==> src/arpss_pkg.sv <==
// Shared types and constants for the arpeggiator step sequencer.
// No dependencies; imported by arpss_div and arpeggiator_step_sequencer.
`timescale 1ns / 1ps
`default_nettype none
package arpss_pkg;

  localparam int MAX_STEPS = 32;

  // widths of the shared divider
  localparam int DVD_W = 13;
  localparam int DVS_W = 7;
  localparam int DCNT_W = 4;

  // command codes
  localparam logic [1:0] CMD_TICK = 2'd0;
  localparam logic [1:0] CMD_NOTE = 2'd1;
  localparam logic [1:0] CMD_STOP = 2'd2;

  // configuration register indexes
  localparam logic [2:0] REG_PATTERN = 3'd0;
  localparam logic [2:0] REG_OCTAVE  = 3'd1;
  localparam logic [2:0] REG_STEPS   = 3'd2;
  localparam logic [2:0] REG_GATE    = 3'd3;
  localparam logic [2:0] REG_SWING   = 3'd4;
  localparam logic [2:0] REG_PERIOD  = 3'd5;

  // pattern codes
  localparam logic [3:0] PAT_UP      = 4'd0;
  localparam logic [3:0] PAT_DOWN    = 4'd1;
  localparam logic [3:0] PAT_UPDOWN  = 4'd2;
  localparam logic [3:0] PAT_DOWNUP  = 4'd3;
  localparam logic [3:0] PAT_RANDOM  = 4'd4;
  localparam logic [3:0] PAT_DRUNK   = 4'd5;
  localparam logic [3:0] PAT_OCTAVE  = 4'd6;
  localparam logic [3:0] PAT_SPIRAL  = 4'd7;
  localparam logic [3:0] PAT_BOUNCE  = 4'd8;
  localparam logic [3:0] PAT_STUTTER = 4'd9;
  localparam logic [3:0] PAT_SKIP    = 4'd10;
  localparam logic [3:0] PAT_DOUBLE  = 4'd11;
  localparam logic [3:0] PAT_THIRDS  = 4'd12;
  localparam logic [3:0] PAT_FIFTHS  = 4'd13;
  localparam logic [3:0] PAT_BROKEN  = 4'd14;
  localparam logic [3:0] PAT_EUCLID  = 4'd15;

  // random-walk generator
  localparam logic [31:0] LCG_MUL  = 32'd1103515245;
  localparam logic [31:0] LCG_INC  = 32'd12345;
  localparam logic [31:0] LCG_SEED = 32'd12345;
  localparam logic [14:0] WALK_MID = 15'd16384;

  typedef struct packed {
    logic             start;
    logic [DVD_W-1:0] dividend;
    logic [DVS_W-1:0] divisor;
  } div_req_t;

  typedef struct packed {
    logic             done;
    logic [DVD_W-1:0] quot;
    logic [DVS_W-1:0] rem;
  } div_rsp_t;

  // chord intervals for the broken pattern
  function automatic logic [3:0] chord_tone(input logic [1:0] idx);
    logic [3:0] t;
    case (idx)
      2'd0: t = 4'd0;
      2'd1: t = 4'd4;
      2'd2: t = 4'd7;
      default: t = 4'd12;
    endcase
    return t;
  endfunction

endpackage
`default_nettype wire

==> src/arpeggiator_step_sequencer.sv <==
// Arpeggiator step sequencer top level: config registers, sequencer, output register.
// Depends on arpss_pkg and arpss_div.
//
// Usage:
//  - cfg channel (cfg_valid/cfg_ready, cfg_index, cfg_data) writes the six
//    registers; cfg_ready is always high, write only while the block is idle
//  - in channel takes one beat per command: tick (cmd 0), note on (cmd 1),
//    all notes off (cmd 2); cmd 3 is ignored
//  - note on, all notes off and cmd 3 finish in the accept cycle, no result
//  - every tick gives one out beat; when not running all fields are zero
//  - a tick passes through the step-length multiply, the advance, two
//    divider passes (step modulo the count, then the pattern quotient or
//    remainder) and the output state; while stopped it goes from the
//    step-length state straight to the output state; in_ready rises
//    together with out_valid
//  - in_ready is high only while the sequencer is idle; a result waiting
//    in the output register does not block the next accept, but the next
//    tick holds in its final cycle until that result is taken
//  - reset clears the sequencer to stopped, registers to their defaults
//    and the walk generator to its seed
`timescale 1ns / 1ps
`default_nettype none
module arpeggiator_step_sequencer
  import arpss_pkg::*;
(
  input  wire logic              clk,
  input  wire logic              rst_n,
  input  wire logic              cfg_valid,
  output logic                   cfg_ready,
  input  wire logic [2:0]        cfg_index,
  input  wire logic [19:0]       cfg_data,
  input  wire logic              in_valid,
  output logic                   in_ready,
  input  wire logic [1:0]        in_cmd,
  input  wire logic [6:0]        in_note,
  output logic                   out_valid,
  input  wire logic              out_ready,
  output logic                   out_running,
  output logic [4:0]             out_step_index,
  output logic signed [5:0]      out_semitone,
  output logic                   out_silent,
  output logic                   out_gate_on,
  output logic                   out_accent_step,
  output logic [6:0]             out_held_note
);

  localparam logic [2:0] ST_IDLE = 3'd0;
  localparam logic [2:0] ST_LEN  = 3'd1;
  localparam logic [2:0] ST_ADV  = 3'd2;
  localparam logic [2:0] ST_MODS = 3'd3;
  localparam logic [2:0] ST_MODW = 3'd4;
  localparam logic [2:0] ST_SET2 = 3'd5;
  localparam logic [2:0] ST_DIVW = 3'd6;
  localparam logic [2:0] ST_FIN  = 3'd7;

  // configuration registers
  logic [3:0]  pattern_r;
  logic [3:0]  octave_r;
  logic [5:0]  steps_r;
  logic [9:0]  gate_r;
  logic [9:0]  swing_r;
  logic [19:0] period_r;

  // sequencer state
  logic [2:0]         state_r, state_nxt;
  logic [4:0]         step_r;
  logic [20:0]        cnt_r;
  logic signed [4:0]  drunk_r;
  logic [31:0]        lcg_r;
  logic               active_r;
  logic               loop_r;
  logic [6:0]         note_r;
  logic               run_r;
  logic [20:0]        len_r;
  logic               gate_hit_r;
  logic [4:0]         s_r;

  // output register
  logic              out_valid_r;
  logic              o_run_r;
  logic [4:0]        o_step_r;
  logic signed [5:0] o_off_r;
  logic              o_silent_r;
  logic              o_gate_r;
  logic              o_accent_r;
  logic [6:0]        o_note_r;

  div_req_t div_req;
  div_rsp_t div_rsp;

  arpss_div u_div (
    .clk  (clk),
    .rst_n(rst_n),
    .req  (div_req),
    .rsp  (div_rsp)
  );

  // clamped loop length and octave span
  logic [5:0] n_eff;
  logic [4:0] half;
  logic [3:0] oct_eff;
  logic [6:0] oct12;
  always_comb begin
    if (steps_r < 6'd2) n_eff = 6'd2;
    else if (steps_r > 6'(MAX_STEPS)) n_eff = 6'(MAX_STEPS);
    else n_eff = steps_r;
    half = n_eff[5:1];
    if (octave_r < 4'd1) oct_eff = 4'd1;
    else if (octave_r > 4'd8) oct_eff = 4'd8;
    else oct_eff = octave_r;
    oct12 = 7'(oct_eff) * 7'd12;
  end

  // swing-stretched step length
  logic [31:0] swing_prod;
  logic [20:0] len_calc;
  assign swing_prod = 32'(period_r) * 32'(12'd1536 + 12'(swing_r));
  assign len_calc   = step_r[0] ? swing_prod[31:11] : {1'b0, period_r};

  // walk generator step
  logic [31:0] lcg_next;
  assign lcg_next = lcg_r * LCG_MUL + LCG_INC;

  // counter advance and gate compare
  logic [20:0] cnt_inc;
  logic        wrap;
  logic [5:0]  step_inc;
  logic [20:0] cnt_new;
  logic [31:0] gate_prod;
  assign cnt_inc   = cnt_r + 21'd1;
  assign wrap      = {1'b0, cnt_inc} >= {1'b0, len_r};
  assign step_inc  = {1'b0, step_r} + 6'd1;
  assign cnt_new   = wrap ? 21'd0 : cnt_inc;
  assign gate_prod = 32'(gate_r) * 32'(len_r);

  // second division operands per pattern
  logic [DVD_W-1:0] num2;
  logic [DVS_W-1:0] den2;
  logic [DVD_W-1:0] s13;
  logic [DVD_W-1:0] n13;
  logic [DVD_W-1:0] h13;
  always_comb begin
    s13  = DVD_W'(s_r);
    n13  = DVD_W'(n_eff);
    h13  = DVD_W'(half);
    num2 = '0;
    den2 = DVS_W'(1);
    case (pattern_r)
      PAT_UP: begin
        num2 = s13 * DVD_W'(12);
        den2 = DVS_W'(n_eff);
      end
      PAT_DOWN: begin
        num2 = (n13 - s13 - DVD_W'(1)) * DVD_W'(12);
        den2 = DVS_W'(n_eff);
      end
      PAT_UPDOWN: begin
        num2 = (s_r < half) ? s13 * DVD_W'(12) : (n13 - s13) * DVD_W'(12);
        den2 = DVS_W'(half);
      end
      PAT_DOWNUP: begin
        num2 = (s_r < half) ? (h13 - s13) * DVD_W'(12) : (s13 - h13) * DVD_W'(12);
        den2 = DVS_W'(half);
      end
      PAT_RANDOM: begin
        num2 = s13 * DVD_W'(137) + DVD_W'(157);
        den2 = oct12;
      end
      PAT_OCTAVE: begin
        num2 = s13;
        den2 = DVS_W'(oct_eff);
      end
      PAT_SPIRAL: begin
        num2 = DVD_W'(s_r[4:2]) * DVD_W'(3) + DVD_W'(s_r[1:0]) * DVD_W'(2);
        den2 = oct12;
      end
      PAT_STUTTER, PAT_SKIP, PAT_DOUBLE: begin
        num2 = DVD_W'(s_r[4:1]) * DVD_W'(12);
        den2 = DVS_W'(n_eff);
      end
      PAT_THIRDS: begin
        num2 = s13;
        den2 = DVS_W'(3);
      end
      PAT_BROKEN: begin
        num2 = DVD_W'(s_r[4:2]);
        den2 = DVS_W'(oct_eff);
      end
      PAT_EUCLID: begin
        num2 = DVD_W'(s_r[4:3]) * DVD_W'(12);
        den2 = DVS_W'(n_eff);
      end
      default: begin
        num2 = '0;
        den2 = DVS_W'(1);
      end
    endcase
  end

  // final offset from the second division
  logic signed [7:0] off;
  logic signed [7:0] q8;
  logic signed [7:0] r8;
  logic [2:0]        eu_pos;
  logic signed [5:0] off_clip;
  always_comb begin
    q8     = {1'b0, div_rsp.quot[6:0]};
    r8     = {1'b0, div_rsp.rem};
    eu_pos = 3'(s_r[2:0] * 3'd5);
    case (pattern_r)
      PAT_UP, PAT_DOWN, PAT_UPDOWN, PAT_DOWNUP, PAT_STUTTER, PAT_DOUBLE: off = q8;
      PAT_RANDOM, PAT_SPIRAL: off = r8;
      PAT_DRUNK:  off = 8'(drunk_r);
      PAT_OCTAVE: off = 8'(r8 * 8'sd12);
      PAT_BOUNCE: begin
        off = 8'(s_r[4:3]) * 8'sd12;
        if (!(s_r[2:0] == 3'd0 || s_r[2:0] == 3'd2 || s_r[2:0] == 3'd6)) begin
          off = off - 8'sd3;
        end
      end
      PAT_SKIP:   off = s_r[0] ? -8'sd1 : q8;
      PAT_THIRDS: off = 8'(r8 * 8'sd4);
      PAT_FIFTHS: off = s_r[0] ? 8'sd7 : 8'sd0;
      PAT_BROKEN: off = 8'(chord_tone(s_r[1:0])) + 8'(r8 * 8'sd12);
      PAT_EUCLID: off = (eu_pos < 3'd5) ? q8 : -8'sd1;
      default:    off = 8'sd0;
    endcase
    if (off > 8'sd24) off_clip = 6'sd24;
    else if (off < -8'sd24) off_clip = -6'sd24;
    else off_clip = off[5:0];
  end

  logic out_free;
  assign out_free = !out_valid_r || out_ready;

  // divider requests
  always_comb begin
    div_req.start    = 1'b0;
    div_req.dividend = '0;
    div_req.divisor  = DVS_W'(1);
    if (state_r == ST_MODS) begin
      div_req.start    = 1'b1;
      div_req.dividend = DVD_W'(step_r);
      div_req.divisor  = DVS_W'(n_eff);
    end else if (state_r == ST_SET2) begin
      div_req.start    = 1'b1;
      div_req.dividend = num2;
      div_req.divisor  = den2;
    end
  end

  // sequencer next state
  always_comb begin
    state_nxt = state_r;
    case (state_r)
      ST_IDLE: if (in_valid && in_cmd == CMD_TICK) state_nxt = ST_LEN;
      ST_LEN:  state_nxt = (active_r && loop_r) ? ST_ADV : ST_FIN;
      ST_ADV:  state_nxt = ST_MODS;
      ST_MODS: state_nxt = ST_MODW;
      ST_MODW: if (div_rsp.done) state_nxt = ST_SET2;
      ST_SET2: state_nxt = ST_DIVW;
      ST_DIVW: if (div_rsp.done) state_nxt = ST_FIN;
      ST_FIN:  if (out_free) state_nxt = ST_IDLE;
      default: state_nxt = ST_IDLE;
    endcase
  end

  assign in_ready  = (state_r == ST_IDLE);
  assign cfg_ready = 1'b1;

  // configuration writes
  always_ff @(posedge clk) begin
    if (!rst_n) begin
      pattern_r <= 4'd0;
      octave_r  <= 4'd2;
      steps_r   <= 6'd8;
      gate_r    <= 10'd768;
      swing_r   <= 10'd512;
      period_r  <= 20'd6000;
    end else if (cfg_valid) begin
      case (cfg_index)
        REG_PATTERN: pattern_r <= cfg_data[3:0];
        REG_OCTAVE:  octave_r  <= cfg_data[3:0];
        REG_STEPS:   steps_r   <= cfg_data[5:0];
        REG_GATE:    gate_r    <= cfg_data[9:0];
        REG_SWING:   swing_r   <= cfg_data[9:0];
        REG_PERIOD:  period_r  <= cfg_data[19:0];
        default: ;
      endcase
    end
  end

  // sequencer registers
  always_ff @(posedge clk) begin
    if (!rst_n) begin
      state_r  <= ST_IDLE;
      step_r   <= '0;
      cnt_r    <= '0;
      drunk_r  <= '0;
      lcg_r    <= LCG_SEED;
      active_r <= 1'b0;
      loop_r   <= 1'b0;
      note_r   <= '0;
      run_r    <= 1'b0;
    end else begin
      state_r <= state_nxt;
      case (state_r)
        ST_IDLE: begin
          if (in_valid) begin
            if (in_cmd == CMD_NOTE) begin
              note_r <= in_note;
              if (active_r && loop_r) begin
                loop_r <= 1'b0;
              end else begin
                active_r <= 1'b1;
                loop_r   <= 1'b1;
                step_r   <= '0;
                cnt_r    <= '0;
                drunk_r  <= '0;
              end
            end else if (in_cmd == CMD_STOP) begin
              active_r <= 1'b0;
              loop_r   <= 1'b0;
            end
          end
        end
        ST_LEN: begin
          run_r <= active_r && loop_r;
          if (active_r && loop_r && pattern_r == PAT_DRUNK) begin
            lcg_r <= lcg_next;
            if (lcg_next[14:0] > WALK_MID) begin
              if (drunk_r < 5'sd12) drunk_r <= drunk_r + 5'sd1;
            end else begin
              if (drunk_r > -5'sd12) drunk_r <= drunk_r - 5'sd1;
            end
          end
        end
        ST_ADV: begin
          cnt_r <= cnt_new;
          if (wrap) step_r <= (step_inc >= n_eff) ? 5'd0 : step_inc[4:0];
        end
        default: ;
      endcase
    end
  end

  // step length, gate result and step residue
  always_ff @(posedge clk) begin
    if (state_r == ST_LEN) len_r <= len_calc;
    if (state_r == ST_ADV) gate_hit_r <= {1'b0, cnt_new, 10'd0} < gate_prod;
    if (state_r == ST_MODW && div_rsp.done) s_r <= div_rsp.rem[4:0];
  end

  // output register
  always_ff @(posedge clk) begin
    if (!rst_n) begin
      out_valid_r <= 1'b0;
    end else if (state_r == ST_FIN && out_free) begin
      out_valid_r <= 1'b1;
    end else if (out_ready) begin
      out_valid_r <= 1'b0;
    end
    if (state_r == ST_FIN && out_free) begin
      o_run_r    <= run_r;
      o_step_r   <= run_r ? step_r : 5'd0;
      o_off_r    <= run_r ? off_clip : 6'sd0;
      o_silent_r <= run_r && off_clip == -6'sd1;
      o_gate_r   <= run_r && off_clip != -6'sd1 && gate_hit_r;
      o_accent_r <= run_r && step_r[1:0] == 2'd0;
      o_note_r   <= run_r ? note_r : 7'd0;
    end
  end

  assign out_valid       = out_valid_r;
  assign out_running     = o_run_r;
  assign out_step_index  = o_step_r;
  assign out_semitone    = o_off_r;
  assign out_silent      = o_silent_r;
  assign out_gate_on     = o_gate_r;
  assign out_accent_step = o_accent_r;
  assign out_held_note   = o_note_r;

  // checks
  a_div_done_in_wait: assert property (@(posedge clk) disable iff (!rst_n)
    div_rsp.done |-> (state_r == ST_MODW || state_r == ST_DIVW))
    else $error("divider finished outside a wait state");

  a_walk_range: assert property (@(posedge clk) disable iff (!rst_n)
    (drunk_r <= 5'sd12) && (drunk_r >= -5'sd12))
    else $error("random walk out of range");

  a_tick_starts: assert property (@(posedge clk) disable iff (!rst_n)
    (in_valid && in_ready && in_cmd == CMD_TICK) |=> (state_r == ST_LEN))
    else $error("accepted tick did not start the sequencer");

  a_silent_no_gate: assert property (@(posedge clk) disable iff (!rst_n)
    (out_valid && out_silent) |-> !out_gate_on)
    else $error("gate on a muted step");

  a_stopped_zero: assert property (@(posedge clk) disable iff (!rst_n)
    (out_valid && !out_running) |-> (out_semitone == 6'sd0 && out_held_note == 7'd0))
    else $error("fields not cleared when stopped");

endmodule
`default_nettype wire

==> src/arpss_div.sv <==
// Restoring divider, one quotient bit per cycle, shared by the sequencer.
// Depends on arpss_pkg.
`timescale 1ns / 1ps
`default_nettype none
module arpss_div
  import arpss_pkg::*;
(
  input  wire logic     clk,
  input  wire logic     rst_n,
  input  wire div_req_t req,
  output div_rsp_t      rsp
);

  logic [DVD_W-1:0]  dvd_r, dvd_nxt;
  logic [DVS_W-1:0]  dvs_r, dvs_nxt;
  logic [DVS_W:0]    rem_r, rem_nxt;
  logic [DCNT_W-1:0] cnt_r, cnt_nxt;
  logic              busy_r, busy_nxt;
  logic              done_r, done_nxt;
  logic [DVS_W:0]    trial;

  // one shift-and-subtract step per cycle
  always_comb begin
    dvd_nxt  = dvd_r;
    dvs_nxt  = dvs_r;
    rem_nxt  = rem_r;
    cnt_nxt  = cnt_r;
    busy_nxt = busy_r;
    done_nxt = 1'b0;
    trial    = {rem_r[DVS_W-1:0], dvd_r[DVD_W-1]};
    if (req.start) begin
      dvd_nxt  = req.dividend;
      dvs_nxt  = req.divisor;
      rem_nxt  = '0;
      cnt_nxt  = DCNT_W'(DVD_W);
      busy_nxt = 1'b1;
    end else if (busy_r) begin
      if (trial >= {1'b0, dvs_r}) begin
        rem_nxt = trial - {1'b0, dvs_r};
        dvd_nxt = {dvd_r[DVD_W-2:0], 1'b1};
      end else begin
        rem_nxt = trial;
        dvd_nxt = {dvd_r[DVD_W-2:0], 1'b0};
      end
      cnt_nxt = cnt_r - 1'b1;
      if (cnt_r == DCNT_W'(1)) begin
        busy_nxt = 1'b0;
        done_nxt = 1'b1;
      end
    end
  end

  always_ff @(posedge clk) begin
    if (!rst_n) begin
      busy_r <= 1'b0;
      done_r <= 1'b0;
      cnt_r  <= '0;
    end else begin
      busy_r <= busy_nxt;
      done_r <= done_nxt;
      cnt_r  <= cnt_nxt;
    end
    dvd_r <= dvd_nxt;
    dvs_r <= dvs_nxt;
    rem_r <= rem_nxt;
  end

  assign rsp.done = done_r;
  assign rsp.quot = dvd_r;
  assign rsp.rem  = rem_r[DVS_W-1:0];

endmodule
`default_nettype wire
==> config.mk <==
export PLATFORM = sky130hd
export DESIGN_NAME = arpeggiator_step_sequencer
export DESIGN_NICKNAME = d
export VERILOG_FILES = /design/src/arpss_pkg.sv /design/src/arpeggiator_step_sequencer.sv /design/src/arpss_div.sv
export SDC_FILE = /design/constraint.sdc
export NUM_CORES = 2
export LEC_CHECK = 0
export CAP_MARGIN = 10
export CORE_UTILIZATION = 61
export DETAILED_ROUTE_END_ITERATION = 6
export DONT_BUFFER_PORTS = 1
export HOLD_SLACK_MARGIN = 0.02
export PLACE_DENSITY = 0.8
export SYNTH_ARGS = -nofsm -noshare
export SYNTH_HDL_FRONTEND = slang
export SYNTH_HIERARCHICAL = 1
export SYNTH_SLANG_ARGS = --single-unit
==> constraint.sdc <==
create_clock -name clk -period 6.85 [get_ports clk]
set_input_delay 0.685 -clock clk [delete_from_list [all_inputs] [get_ports clk]]
set_output_delay 0.685 -clock clk [all_outputs]
set_load 0.02 [all_outputs]
* Word-level counts from Yosys, hierarchy flattened
Cells that the tools add are included.
** Storage, ports and cells
- Flip-flop bits (word level) :: 213
** Operators by class
- Add/subtract/negate cells :: 16
- Reduce and logical (&&, ||, !) cells :: 49
- Equality and inequality tests :: 48
- Bitwise operators :: 3
- $lt $le $gt $ge :: 15
- Multiplexer cells :: 59
- Multipliers :: 16
** Operators by type and width (count)
- one-hot mux 13 bit (10 select lines) :: 1
- 2-to-1 mux 21 bit :: 6
- one-hot mux 8 bit (10 select lines) :: 1
- multiplier 13 x 2 -> 11 bit, second input constant :: 4
- 2-to-1 mux 13 bit :: 4
- 2-to-1 mux 5 bit :: 9
- one-hot mux 21 bit (2 select lines) :: 1
- one-hot mux 7 bit (5 select lines) :: 1
- adder 32 x 14 -> 32 bit, second input constant :: 1
- == test 4 bit, second input constant :: 8
- multiplier 20 x 12 -> 32 bit :: 1
- multiplier 32 x 31 -> 32 bit, second input constant :: 1
- less-than comparator 31 bit :: 1
- multiplier 10 x 21 -> 31 bit :: 1
- 2-to-1 mux 6 bit :: 4
- 2-to-1 mux 8 bit :: 3
- one-hot mux 3 bit (8 select lines) :: 1
- adder 21 x 1 -> 21 bit, second input constant :: 1
- == test 3 bit, second input constant :: 7
- greater-or-equal comparator 21 bit :: 1
- 2-to-1 mux 20 bit :: 1
- 2-to-1 mux 4 bit :: 5
- one-hot mux 5 bit (2 select lines) :: 2
- 2-to-1 mux 3 bit :: 6
- 65 further kinds :: 135

* Logic depth before layout (Yosys ltp)
- Word-level depth :: 11
- Mapped depth :: 30
- Depth with buffers taken out :: 29

* Cells and area by module
The synthesis kept the hierarchy.
** By module, submodules not included
- arpeggiator_step_sequencer :: area each 28288.4 um^2, sequential area each 3753.6 um^2, instances 1, cells an instance 3277
- arpss_div :: area each 1854.3 um^2, sequential area each 860.8 um^2, instances 1, cells an instance 172

* Worst setup path before layout
No wires, ideal clock.
- Path type :: register to register
- From :: reg lcg_r[0]
- To :: reg drunk_r[4]
- Period minus slack after synthesis :: 6748 ps
- Arrival :: 6672 ps
- Cell stages (with the launch flop) :: 27
- Path slack :: 102 ps
- Data required time :: 6774 ps
- Path through :: dfxtp_1 inv_1 ha_1 ha_1 or2_2 fa_1 inv_1 fa_1 inv_1 ha_1 fa_1 inv_1 fa_1 fa_1 xnor2_1 xnor2_1 xnor2_1 xnor3_1 xnor2_1 o41ai_4 fa_1 a21o_1 a21oi_1 and2_1 mux2i_1 or3_1 o21ai_1
** Between the ends
- Word-level cells in the longest chain between the ends :: 6
- Elaborated cells on any way between the ends :: 9
- Those cells by class :: add/sub: 1; mul: 1; order compare: 1; eq/ne: 2; mux: 3; reduce/logical: 1
** Ends and longest elaborated chain
- from (decl) :: RTL line arpeggiator_step_sequencer.sv:69 : logic [31:0] lcg_r;
- from (signal assigned) :: RTL line arpeggiator_step_sequencer.sv:330 : lcg_r <= lcg_next;
- multiplier 32 x 31 -> 32 bit * :: RTL line arpeggiator_step_sequencer.sv:122 : assign lcg_next = lcg_r * LCG_MUL + LCG_INC;
- adder 32 x 14 -> 32 bit * :: RTL line arpeggiator_step_sequencer.sv:122
- named net lcg_next[0] :: RTL line arpeggiator_step_sequencer.sv:121 : logic [31:0] lcg_next;
- > comparator 15 bit * :: RTL line arpeggiator_step_sequencer.sv:331 : if (lcg_next[14:0] > WALK_MID) begin
- 2-to-1 mux 5 bit :: RTL line arpeggiator_step_sequencer.sv:331
- 2-to-1 mux 5 bit :: RTL line arpeggiator_step_sequencer.sv:329 : if (active_r && loop_r && pattern_r == PAT_DRUNK) begin
- one-hot mux 5 bit (2 select lines) :: RTL line arpeggiator_step_sequencer.sv:307 : case (state_r)
- to (signal assigned) :: RTL line arpeggiator_step_sequencer.sv:332 : if (drunk_r < 5'sd12) drunk_r <= drunk_r + 5'sd1;
- to (signal assigned) :: RTL line arpeggiator_step_sequencer.sv:334 : if (drunk_r > -5'sd12) drunk_r <= drunk_r - 5'sd1;
- to (decl) :: RTL line arpeggiator_step_sequencer.sv:68 : logic signed [4:0] drunk_r;
The timed path passes the listed nets; every way through them passes the cells marked *. The select of a mux whose other input is x is not followed.
A chain may end at the register's enable or synchronous reset.

* Worst setup path in the final report
- From :: reg len_r[7]
- To :: reg gate_hit_r (data pin)
** Between the ends
- Word-level cells in the longest chain between the ends :: 3
- Elaborated cells on any way between the ends :: 4
- Those cells by class :: mul: 1; order compare: 2; mux: 1
** Ends and longest elaborated chain
- from (decl) :: RTL line arpeggiator_step_sequencer.sv:74 : logic [20:0] len_r;
- from (signal assigned) :: RTL line arpeggiator_step_sequencer.sv:349 : if (state_r == ST_LEN) len_r <= len_calc;
- parallel branches: the longest is 2 deep, another holds multiplier 10 x 21 -> 31 bit
- less-than comparator 31 bit * :: RTL line arpeggiator_step_sequencer.sv:350 : if (state_r == ST_ADV) gate_hit_r <= {1'b0, cnt_new, 10'd0} < gate_prod;
- to (signal assigned) :: RTL line arpeggiator_step_sequencer.sv:350
- to (decl) :: RTL line arpeggiator_step_sequencer.sv:75 : logic gate_hit_r;
Every way passes the cells marked *.

==> results_dict.tcl <==
set metrics [dict create \
    die_width_um 224 \
    drt_iter0_drc 1896 \
    post-route-util 0.657 \
    drive_above_1_share 0.0785 \
    hold_class "input pin to flop" \
    crit_type "flop to flop" \
    r2r-end "gate_hit_r" \
    grt_pass1_vias 23547 \
    placed_area_um2 30900 \
    yosys_most_used_dff "dfxtp_1" \
    cts_tree "yes" \
    crit_buf_inv 5 \
    synth_area_um2 30100 \
    antenna_found_initial 0 \
    crit_path_max_fanout 8 \
    tightest_slew_ns 1.10 \
    clockBufferDepth 2 \
    crit_slowest_cell "edfxtp_1" \
    min_path_cells 2 \
    synthTopCellsByArea "fa_1 24%, ha_1 15%, dfxtp_1 8.4%" \
    slew_headroom 0.259 \
    antennaDiodeCount 0 \
    synth_cell_type_count 94 \
    fin_area_um2 32100 \
    finalHoldViolations 0 \
    drtAntennaViolNets 0 \
    synth_top_area_share 0.240 \
    rsz0062_at_grt "yes" \
    ioPinCount 62 \
    via_count 23661 \
    fin_worst_skew_ns 0.0165 \
    grt_use_total 0.297 \
    syn_inst 3449 \
    critPathMaxStageDelay_ns 0.57 \
    worstSetupStartpointType "flop" \
    root_buffer "clkbuf_16" \
    drv_cap 0 \
    synth_async_sr_flop_share 0 \
    power.density_nw_per_um2 141 \
    worstPathArrival_ns 6.96 \
    insertion_delay_ns 0.51 \
    grt_overflow 0 \
    leakagePower_nw 15.8 \
    rrSetupSlack_ns 0.16 \
    status "finished, final reports clean" \
    syn_nets 4218 \
    ir_worst_vdd_mv 0.203 \
    synth_edf_count 69 \
    period_needed_ns 6.69 \
    route.detailed.drc 0 \
    worstSetupEndpointType "flop" \
    htreeDepth 4 \
    dr.max_layer_used "met4" \
    fin_crit_sh 0.976 \
    clk_pin_slew_ns 0.09 \
    cts_buffers 17 \
    synth_area_per_cell_um2 8.74 \
    setup_viol 0 \
    wl_per_cell_um 18.0 \
    dieHeight_um 224 \
    clock-sinks 196 \
    max_freq_mhz 150 \
    core_um2 48800 \
    dieArea_um2 50300 \
    r2r_cells 28 \
    required_ns 7.12 \
    met2_wirelength_um 34000 \
    port_buffers 0 \
    r2r_start "len_r[7]" \
    hold_start "cfg_data[9]" \
    final_nets 4171 \
    holdPathEnd "gate_r[9]" \
    yosysWarnings 6 \
    synth-seq-area-share 0.153 \
    slew_violations 0 \
    grt_max_degree 93 \
    yosys.area.top_type "fa_1" \
    routabilityCongestion 0.978 \
    worst_slack_ns 0.164 \
    layout_commonest_cell "inv_1" \
    area_growth_pct 6.43 \
    post-place-ws_ns -0.149 \
    ys_seq_elements 196 \
    dp_hpwl_um 56900 \
    cp_top_family "adder cells" \
    wl_met3_um 6240 \
    rows 81 \
    final_cell_mix "508 x inv_1, 477 x nand2_1, 360 x ha_1" \
    wirelength_um 73600 \
    routed_via_density 5.80 \
    drt-met1-wl_um 31700 \
    drtPass1Iterations 6 \
    grt_pass1_wl_um 119000 \
    initial_core_util 0.617 \
]
## synth_stat cells, drive strengths merged (19+ instances only)
master,number
nor3,24
a21boi,49
a21oi,114
fa,361
a21o,85
xnor2,101
nand2,479
dfxtp,127
clkbuf,170
xor2,63
nand3,55
o21ai,85
ha,371
and3,19
nor2b,72
mux2i,28
and2,184
edfxtp,69
inv,509
nor2,121
nand2b,28
mux2,28
## layout make-up
type                       count  area (um2)
multi-input combinational   2563       23100
fill                        3977       16800
sequential                   196        4630
inverter                     509        1910
timing repair buffer         115         902
tap                          664         831
clock buffer                  17         425
clock inverter                15         238
## how the worst max path moves through the flow
| stage | start | endpoint | slack [ns] | cells after the start |
|---|---|---|---|---|
| floorplan | lcg_r[0] | drunk_r[4] | 0.10 | 26 |
| global placement | lcg_r[7] | drunk_r[4] | -0.05 | 26 |
| detailed placement | lcg_r[7] | drunk_r[4] | -0.15 | 26 |
| global route | gate_r[8] | gate_hit_r | -0.10 | 27 |
| CTS | len_r[8] | gate_hit_r | 0.003 | 27 |
| finish | len_r[7] | gate_hit_r | 0.16 | 28 |
## registers in the layout, indices dropped and copies added, names as in the netlist, 10 cells and up
name         flops
cnt_r           21
swing_r         10
lcg_r           15
u_div/dvd_r     13
len_r           21
period_r        20
gate_r          10
## metrics by stage
step                total power, mW  hold WS [ns]  TNS, ns  std cells
finish                         4.52         0.308        0       4079
global route                   4.84         0.278   -0.159       4079
CTS                            4.46         0.237        0       4050
detailed placement             3.32         0.453   -0.180       4012
global placement               3.27         0.447  -0.0506       4012
floorplan                      2.89         0.439        0       3449
## routing by layer
layer  track usage  vias up
li1              -    11126
met1         0.413    11500
met2         0.473      911
met3        0.0580      124
met4        0.0829        0
met5             0        -
## kinds of logic after synthesis
group           after synthesis  synth area share
mux                          56            0.0198
buf+inv                     690            0.0878
flops                       196             0.153
other cells                   1          0.000124
xor+xnor                    166            0.0491
simple gates               1071             0.173
compound gates              537             0.123
fa+ha+maj                   732             0.394
## timing repair
item / 4_1_cts / 5_1_grt
endpoints found under the setup margin: 2 / 2
buffers inserted: 6 / 29
pin swaps: 4 / 51
gates cloned: 0 / 0
hold buffers: 0 / 0
resized for setup: 4 / 67
## where the power goes
group,total (mW),switching (mW),internal [mW]
clock network,1.13,0.606,0.523
logic,2.00,1.11,0.882
registers,1.39,0.124,1.27
total,4.52,1.84,2.67
Note: power is estimated with default switching activity, not from simulation.
